==> config.mk <==
export PLATFORM = sky130hd
export DESIGN_NAME = battery_voltage_average_gauge
export DESIGN_NICKNAME = d
export VERILOG_FILES = /design/src/sv/bvag_pkg.sv /design/src/sv/bvag_ring.sv /design/src/sv/bvag_scale.sv /design/src/sv/battery_voltage_average_gauge.sv
export SDC_FILE = /design/constraint.sdc
export NUM_CORES = 1
export LEC_CHECK = 0
export BUFFER_PORTS_ARGS = -buffer_cell sky130_fd_sc_hd__buf_4
export CORE_ASPECT_RATIO = 1.5
export CORE_MARGIN = 5
export CORE_UTILIZATION = 50
export DETAILED_ROUTE_END_ITERATION = 7
export PLACE_DENSITY = 0.64
export SETUP_SLACK_MARGIN = 0.2
export SYNTH_ARGS = -nofsm -noshare
export SYNTH_HDL_FRONTEND = slang
export SYNTH_SLANG_ARGS = --single-unit
==> constraint.sdc <==
create_clock -name aclk -period 14 [get_ports aclk]
set_input_delay 1.4 -clock aclk [delete_from_list [all_inputs] [get_ports aclk]]
set_output_delay 1.4 -clock aclk [all_outputs]
set_load 0.01 [all_outputs]
==> src/sv/bvag_pkg.sv <==
package bvag_pkg;

    // Field widths
    localparam int CODE_W   = 12;
    localparam int SUM_W    = 16;
    localparam int VOLT_W   = 9;
    localparam int PCT_W    = 9;
    localparam int TENTHS_W = 7;

    // Stream word widths, padded to whole bytes
    localparam int S_DATA_W = 16;
    localparam int M_DATA_W = 24;

    // Voltage scaling: tenths = round(sum * 99 / (4096 * window))
    localparam int VOLT_SCALE = 99;
    localparam int ADC_SHIFT  = 12;
    localparam int X_W        = 24;

    // Top clamp
    localparam logic [TENTHS_W-1:0] TENTHS_CLAMP = 7'd42;
    localparam logic [VOLT_W-1:0]   VOLT_CLAMP   = 9'd419;
    localparam logic [PCT_W-1:0]    PCT_FULL     = 9'd100;

    // Charge line: trunc((tenths - 28) * 1000 / 139)
    // 1000 / 139 is folded into one reciprocal multiply, 1000 * ceil(2^23 / 139)
    localparam logic [TENTHS_W-1:0] TENTHS_EMPTY = 7'd28;
    localparam int                  MAG_W        = 5;
    localparam int                  CHARGE_SHIFT = 23;
    localparam int                  CHARGE_MUL_W = 26;
    localparam logic [CHARGE_MUL_W-1:0] CHARGE_MUL = 26'd60350000;
    localparam int                  CHARGE_P_W   = MAG_W + CHARGE_MUL_W;

    // Running-sum stage hands its word to the scaling pipeline
    typedef struct packed {
        logic             vld;
        logic [SUM_W-1:0] sum;
    } ring_out_t;

endpackage

==> src/sv/bvag_ring.sv <==
module bvag_ring
    import bvag_pkg::*;
#(
    parameter int WINDOW = 10
) (
    input  logic              aclk,
    input  logic              aresetn,
    input  logic              in_valid,
    output logic              in_ready,
    input  logic [CODE_W-1:0] in_code,
    output ring_out_t         ring_o,
    input  logic              out_take
);

    localparam int SLOT_W = (WINDOW > 1) ? $clog2(WINDOW) : 1;
    localparam logic [SLOT_W-1:0] LAST_SLOT = SLOT_W'(WINDOW - 1);

    // Sample ring, synchronous read
    logic [CODE_W-1:0] ring_mem [WINDOW];
    logic [CODE_W-1:0] rd_data_reg;
    logic [WINDOW-1:0] entry_vld_reg;

    logic [SLOT_W-1:0] write_slot_reg;
    logic [SUM_W-1:0]  window_sum_reg;

    // Read stage
    logic              a_valid_reg;
    logic [CODE_W-1:0] a_code_reg;
    logic [SLOT_W-1:0] a_slot_reg;
    logic              a_live_reg;
    logic              a_fwd_reg;
    logic [CODE_W-1:0] a_fwd_code_reg;

    // Sum stage
    logic              b_valid_reg;
    logic [SUM_W-1:0]  b_sum_reg;

    logic              b_free;
    logic              a_adv;
    logic              accept;
    logic [CODE_W-1:0] old_code;
    logic [SUM_W-1:0]  window_sum_next;
    logic [SLOT_W-1:0] write_slot_next;

    assign b_free   = !b_valid_reg || out_take;
    assign a_adv    = a_valid_reg && b_free;
    assign in_ready = !a_valid_reg || b_free;
    assign accept   = in_valid && in_ready;

    // Pick the evicted code: forwarded write, stored entry, or zero if never written
    always_comb begin
        if (a_fwd_reg) begin
            old_code = a_fwd_code_reg;
        end else if (a_live_reg) begin
            old_code = rd_data_reg;
        end else begin
            old_code = '0;
        end
        window_sum_next = window_sum_reg - SUM_W'(old_code) + SUM_W'(a_code_reg);
        write_slot_next = (write_slot_reg == LAST_SLOT) ? '0 : write_slot_reg + 1'b1;
    end

    // Read the slot to be replaced
    always_ff @(posedge aclk) begin
        if (accept) begin
            rd_data_reg <= ring_mem[write_slot_reg];
        end
    end

    // Write back the new code
    always_ff @(posedge aclk) begin
        if (a_adv) begin
            ring_mem[a_slot_reg] <= a_code_reg;
        end
    end

    // Control and running sum
    always_ff @(posedge aclk) begin
        if (!aresetn) begin
            entry_vld_reg  <= '0;
            write_slot_reg <= '0;
            window_sum_reg <= '0;
            a_valid_reg    <= 1'b0;
            b_valid_reg    <= 1'b0;
        end else begin
            if (accept) begin
                write_slot_reg <= write_slot_next;
                a_valid_reg    <= 1'b1;
            end else if (a_adv) begin
                a_valid_reg <= 1'b0;
            end
            if (a_adv) begin
                entry_vld_reg[a_slot_reg] <= 1'b1;
                window_sum_reg            <= window_sum_next;
                b_valid_reg               <= 1'b1;
            end else if (out_take) begin
                b_valid_reg <= 1'b0;
            end
        end
    end

    // Payload of the read and sum stages
    always_ff @(posedge aclk) begin
        if (accept) begin
            a_code_reg     <= in_code;
            a_slot_reg     <= write_slot_reg;
            a_live_reg     <= entry_vld_reg[write_slot_reg];
            a_fwd_reg      <= a_adv && (a_slot_reg == write_slot_reg);
            a_fwd_code_reg <= a_code_reg;
        end
        if (a_adv) begin
            b_sum_reg <= window_sum_next;
        end
    end

    assign ring_o.vld = b_valid_reg;
    assign ring_o.sum = b_sum_reg;

endmodule

==> src/sv/bvag_scale.sv <==
module bvag_scale
    import bvag_pkg::*;
#(
    parameter int WINDOW = 10
) (
    input  logic                aclk,
    input  logic                aresetn,
    input  ring_out_t           ring_i,
    output logic                ring_take,
    output logic                out_valid,
    input  logic                out_ready,
    output logic [VOLT_W-1:0]   out_volt,
    output logic signed [PCT_W-1:0] out_pct
);

    // Rounding bias and reciprocal of the window length
    localparam int BIAS     = 2048 * WINDOW;
    localparam int Q_W      = $clog2(100 * WINDOW + 1);
    localparam int R_SHIFT  = Q_W + $clog2(WINDOW) + 1;
    localparam int R_W      = R_SHIFT + 1;
    localparam logic [R_W-1:0] RECIP = R_W'(((1 << R_SHIFT) + WINDOW - 1) / WINDOW);

    logic              c_valid_reg;
    logic [X_W-1:0]    c_x_reg;
    logic              d_valid_reg;
    logic [TENTHS_W-1:0] d_tenths_reg;
    logic              m_valid_reg;
    logic [VOLT_W-1:0] m_volt_reg;
    logic [PCT_W-1:0]  m_pct_reg;

    logic              m_free;
    logic              d_free;
    logic              c_free;
    logic [Q_W-1:0]    q;
    logic [Q_W+R_W-1:0] q_prod;
    logic [MAG_W-1:0]  mag;
    logic              below;
    logic [CHARGE_P_W-1:0] pct_prod;
    logic [PCT_W-1:0]  pct_mag;
    logic [VOLT_W-1:0] volt_next;
    logic [PCT_W-1:0]  pct_next;

    assign m_free    = !m_valid_reg || out_ready;
    assign d_free    = !d_valid_reg || m_free;
    assign c_free    = !c_valid_reg || d_free;
    assign ring_take = c_free;

    // Divide by the window through its reciprocal
    assign q      = c_x_reg[ADC_SHIFT +: Q_W];
    assign q_prod = (Q_W+R_W)'(q) * (Q_W+R_W)'(RECIP);

    // Charge from tenths, truncated toward zero
    always_comb begin
        below = d_tenths_reg < TENTHS_EMPTY;
        if (below) begin
            mag = MAG_W'(TENTHS_EMPTY - d_tenths_reg);
        end else begin
            mag = MAG_W'(d_tenths_reg - TENTHS_EMPTY);
        end
        pct_prod = CHARGE_P_W'(mag) * CHARGE_P_W'(CHARGE_MUL);
        pct_mag  = pct_prod[CHARGE_SHIFT +: PCT_W];
        if (d_tenths_reg >= TENTHS_CLAMP) begin
            volt_next = VOLT_CLAMP;
            pct_next  = PCT_FULL;
        end else begin
            volt_next = (VOLT_W'(d_tenths_reg) << 3) + (VOLT_W'(d_tenths_reg) << 1);
            pct_next  = below ? (~pct_mag + 1'b1) : pct_mag;
        end
    end

    // Stage valids
    always_ff @(posedge aclk) begin
        if (!aresetn) begin
            c_valid_reg <= 1'b0;
            d_valid_reg <= 1'b0;
            m_valid_reg <= 1'b0;
        end else begin
            if (c_free) begin
                c_valid_reg <= ring_i.vld;
            end
            if (d_free) begin
                d_valid_reg <= c_valid_reg;
            end
            if (m_free) begin
                m_valid_reg <= d_valid_reg;
            end
        end
    end

    // Stage payloads
    always_ff @(posedge aclk) begin
        if (c_free && ring_i.vld) begin
            c_x_reg <= X_W'(ring_i.sum) * X_W'(VOLT_SCALE) + X_W'(BIAS);
        end
        if (d_free && c_valid_reg) begin
            d_tenths_reg <= q_prod[R_SHIFT +: TENTHS_W];
        end
        if (m_free && d_valid_reg) begin
            m_volt_reg <= volt_next;
            m_pct_reg  <= pct_next;
        end
    end

    assign out_valid = m_valid_reg;
    assign out_volt  = m_volt_reg;
    assign out_pct   = $signed(m_pct_reg);

endmodule

==> src/sv/battery_voltage_average_gauge.sv <==
// Boxcar-averaged battery gauge. Each 12-bit ADC word replaces the oldest of the
// last WINDOW samples in a ring memory, and a running sum of the ring gives the
// average voltage in tenths (half rounded up), reported in hundredths with a
// clamp at 4.19 V, along with a linear charge percent (2.8 V is 0, clamp is 100,
// negative below 2.8 V). The ring counts as all zeros after reset. One word is
// accepted per clock unless the output stalls; the ring memory's read of the
// evicted sample and its write-back overlap across consecutive words, with
// forwarding when they hit the same entry. A result passes through five pipeline
// registers (read, sum, scale, divide, output) on its way to the output, and
// stalls on the output side back up through those stages.
module battery_voltage_average_gauge
    import bvag_pkg::*;
#(
    parameter int WINDOW = 10
) (
    input  logic                aclk,
    input  logic                aresetn,
    input  logic                s_tvalid,
    output logic                s_tready,
    input  logic [S_DATA_W-1:0] s_tdata,   // [11:0] adc_code
    output logic                m_tvalid,
    input  logic                m_tready,
    output logic [M_DATA_W-1:0] m_tdata    // [8:0] voltage_hundredths, [17:9] charge_percent
);

    ring_out_t                   ring_w;
    logic                        ring_take;
    logic [VOLT_W-1:0]           volt;
    logic signed [PCT_W-1:0]     pct;

    bvag_ring #(
        .WINDOW (WINDOW)
    ) u_ring (
        .aclk     (aclk),
        .aresetn  (aresetn),
        .in_valid (s_tvalid),
        .in_ready (s_tready),
        .in_code  (s_tdata[CODE_W-1:0]),
        .ring_o   (ring_w),
        .out_take (ring_take)
    );

    bvag_scale #(
        .WINDOW (WINDOW)
    ) u_scale (
        .aclk      (aclk),
        .aresetn   (aresetn),
        .ring_i    (ring_w),
        .ring_take (ring_take),
        .out_valid (m_tvalid),
        .out_ready (m_tready),
        .out_volt  (volt),
        .out_pct   (pct)
    );

    // Pack the result word
    assign m_tdata = {(M_DATA_W - VOLT_W - PCT_W)'(0), pct, volt};

endmodule
==> results.json <==
{
  "worstRegToRegCells": 18,
  "drt-vias-per-instance": 5.34,
  "setup-tns-final_ns": 0,
  "cts_buffers": 26,
  "grt.total_usage_pct": 17.2,
  "timing.critical_path.cells": "inv_1, ha_1, nand3b_1, o21ai_0, xnor2_1, fa_1, fa_1, inv_1, ha_1, ha_1, a211oi_1, o21ai_0, a21oi_1, o221a_4, o21bai_4, a2111oi_1, nor3_2, nor4_2",
  "timing.max_cap.violations": 0,
  "critPathRequiredTime_ns": 14.36,
  "hold_depth": 2,
  "ys.flop_type": "edfxtp_1",
  "ctsLongestPathBuffers": 3,
  "i_o_pins": 46,
  "synth.distinct_cells": 75,
  "largest_register_ff_count": 120,
  "global_route.overflow_total": 0,
  "rsz0062_at_grt": "false",
  "fin_hold_ws_ns": 0.463,
  "n_antenna_cell": 0,
  "fin_worst_skew_ns": 0.0104,
  "worstHoldEndpoint": "u_ring.window_sum_reg[9]",
  "maximum_number_of_pins_on_one_net_before_global_route_repair": 46,
  "detail_route.wl_per_cell_um": 16.9,
  "hold_start": "u_ring.window_sum_reg[9]",
  "worst_setup_path_end_kind": "flop",
  "clock_tree.htree_level_count": 1,
  "async_reset_ff_share_pct": 0,
  "status": "finished, final reports clean",
  "cp_arrival_ns": 6.46,
  "post_route_cells_drive_above_1_share_pct": 11.1,
  "worst_skew_pair.late_latency_ns": 0.53,
  "row_count": 79,
  "netlist_instances": 1253,
  "clk_pin_slew_worst_paths_ns": 0.06,
  "synth_area_um2": 15600,
  "final_nets": 1587,
  "timing.fmax_mhz": 164,
  "place_congestion": 0.851,
  "setup_viol": 0,
  "synth_top_area_cell": "edfxtp_1",
  "start_util_pct": 50.4,
  "crit-reg2reg-launch": "u_scale.d_tenths_reg[0]",
  "synth.yosys.seq_area_share_pct": 45.6,
  "critical_path_buf_inv_count": 2,
  "critical_path.max_stage_delay_ns": 0.65,
  "tightestPinTransition_ns": 1.04,
  "post-synth-top-area-fraction_pct": 41.1,
  "finalMaxSlewViolations": 0,
  "areaGrowthSynthToFinish_pct": 10.9,
  "timing_hold_violations_final": 0,
  "path_max_fanout": 10,
  "vias_in_the_first_global_route": 9769,
  "port_buffers": 35,
  "yosysWarningCount": 0,
  "cts_tree": "done",
  "std_cell_core_area_um2": 30800,
  "place_hpwl_mm": 22.0,
  "drc_errors": 0,
  "dominant_delay_contributor_by_cell_family_on_the_critical_path": "adder cells",
  "holdCritPathClass": "reg2reg",
  "worst_slew_margin_rel_pct": 30.3,
  "cts.repair_timing.setup_buffer_count": 0,
  "dpl_worst_slack_ns": 7.83,
  "layout_worst_path_cycle_share_pct": 43.6,
  "cts_num_sinks": 248,
  "clock_root_buffer": "clkbuf_16",
  "ff2ff_setup_slack_ns": 7.90,
  "postCtsHoldBufs": 0,
  "antenna_found_initial": 0,
  "postRouteAntennaNets": 0,
  "via_count": 9225,
  "synth_area_per_cell_um2": 12.4,
  "ctsResizeCount": 0,
  "synth_area_leaders": "edfxtp_1 (41%), ha_1 (15%), fa_1 (9.1%)",
  "die-area_um2": 34800,
  "number_of_flops_mapped_to_enable_cells_by_yosys": 213,
  "worstReg2RegEnd": "u_scale.out_pct[8]",
  "drt_pass1_iterations": 5,
  "worst_path_max_delay_cell": "edfxtp_1",
  "timing.final.ws_setup_ns": 7.90,
  "finalWirelength_mm": 29.2,
  "crit_path_frequent_cell": "ha_1",
  "die_width_um": 154,
  "drt-initial-drc-count": 387,
  "period_minus_slack_ns": 6.10,
  "die_height_um": 226,
  "worstSetupPathType": "reg2reg",
  "timing.critical_path.from_type": "flop",
  "synthesis_stage_register_bit_count": 248,
  "grt_first_pass_wirelength_mm": 48.4
}
## tightest hold or removal path, cell delays in order (launching register included)
cell and delay [ns]:
dfxtp_1 0.31, nand3_1 0.06, nand2_1 0.05
## cells by family after synthesis
logic type	after synthesis	synth area share, %
other	1	0.0241
and+or+nand+nor	238	7.61
AOI/OAI and AO/OA	190	8.78
muxes	43	4.86
xor gates and xnor gates	54	3.14
adders and majority gates	263	24.6
DFF	248	45.6
buffers and inverters	216	5.39
## layout make-up
class,count,area (um2)
fill,2595,13600
multi-input combinational,794,7670
sequential,248,7100
clock buffer,36,718
inverter,182,683
tap,405,507
timing repair buffer,52,390
clock inverter,12,190
## cell usage in the layout (no fill, tap or decap), types with 22 or more instances in the layout
cell	n
o21ai_0	26
inv_1	179
nand2_1	57
clkbuf_16	26
nor3_1	22
dfxtp_1	34
buf_4	52
a21oi_1	46
fa_1	71
xnor2_1	40
o21a_1	22
edfxtp_1	213
nor2b_1	27
ha_1	192
mux4_2	26
nor2_1	54
## worst max path at each step
stage                             from            endpoint  slack [ns]  cells past startpoint
6_report       u_scale.d_tenths_reg[0]  u_scale.out_pct[8]        7.90                     18
5_1_grt        u_scale.d_tenths_reg[0]  u_scale.out_pct[8]        7.38                     18
4_1_cts        u_scale.d_tenths_reg[0]  u_scale.out_pct[8]        7.81                     18
3_5_place_dp   u_scale.d_tenths_reg[0]  u_scale.out_pct[2]        7.83                     21
3_3_place_gp   u_scale.d_tenths_reg[0]  u_scale.out_pct[7]        7.85                     19
2_1_floorplan  u_scale.d_tenths_reg[4]  u_scale.out_pct[8]        8.65                     17
## synth_stat cells, drive strengths merged (22+ instances only)
cell type    n
nor2b       27
a21oi       47
nor3        26
fa          71
nand2       57
mux4        26
o21ai       32
inv        180
dfxtp       35
nor2        56
o21a        23
edfxtp     213
xnor2       41
ha         192
clkbuf      22
## stage by stage
step,std cells,utilization [%],cell area [um2]
2_1_floorplan,1258,-,15600
3_3_place_gp,1681,53.0,16300
3_5_place_dp,1681,53.0,16300
4_1_cts,1729,56.0,17300
5_1_grt,1729,56.0,17300
6_report,1729,56.0,17300
## metal layers
layer,track usage [%],wire length (um),up-vias
met5,0,0,-
met4,5.22,799,0
met3,2.13,726,48
met2,34.8,16700,86
met1,18.3,11000,4562
li1,-,-,4529
Power is left out: the tool's default activity adds up to more than one toggle a clock period on the data nets, which glitch-free logic cannot reach.
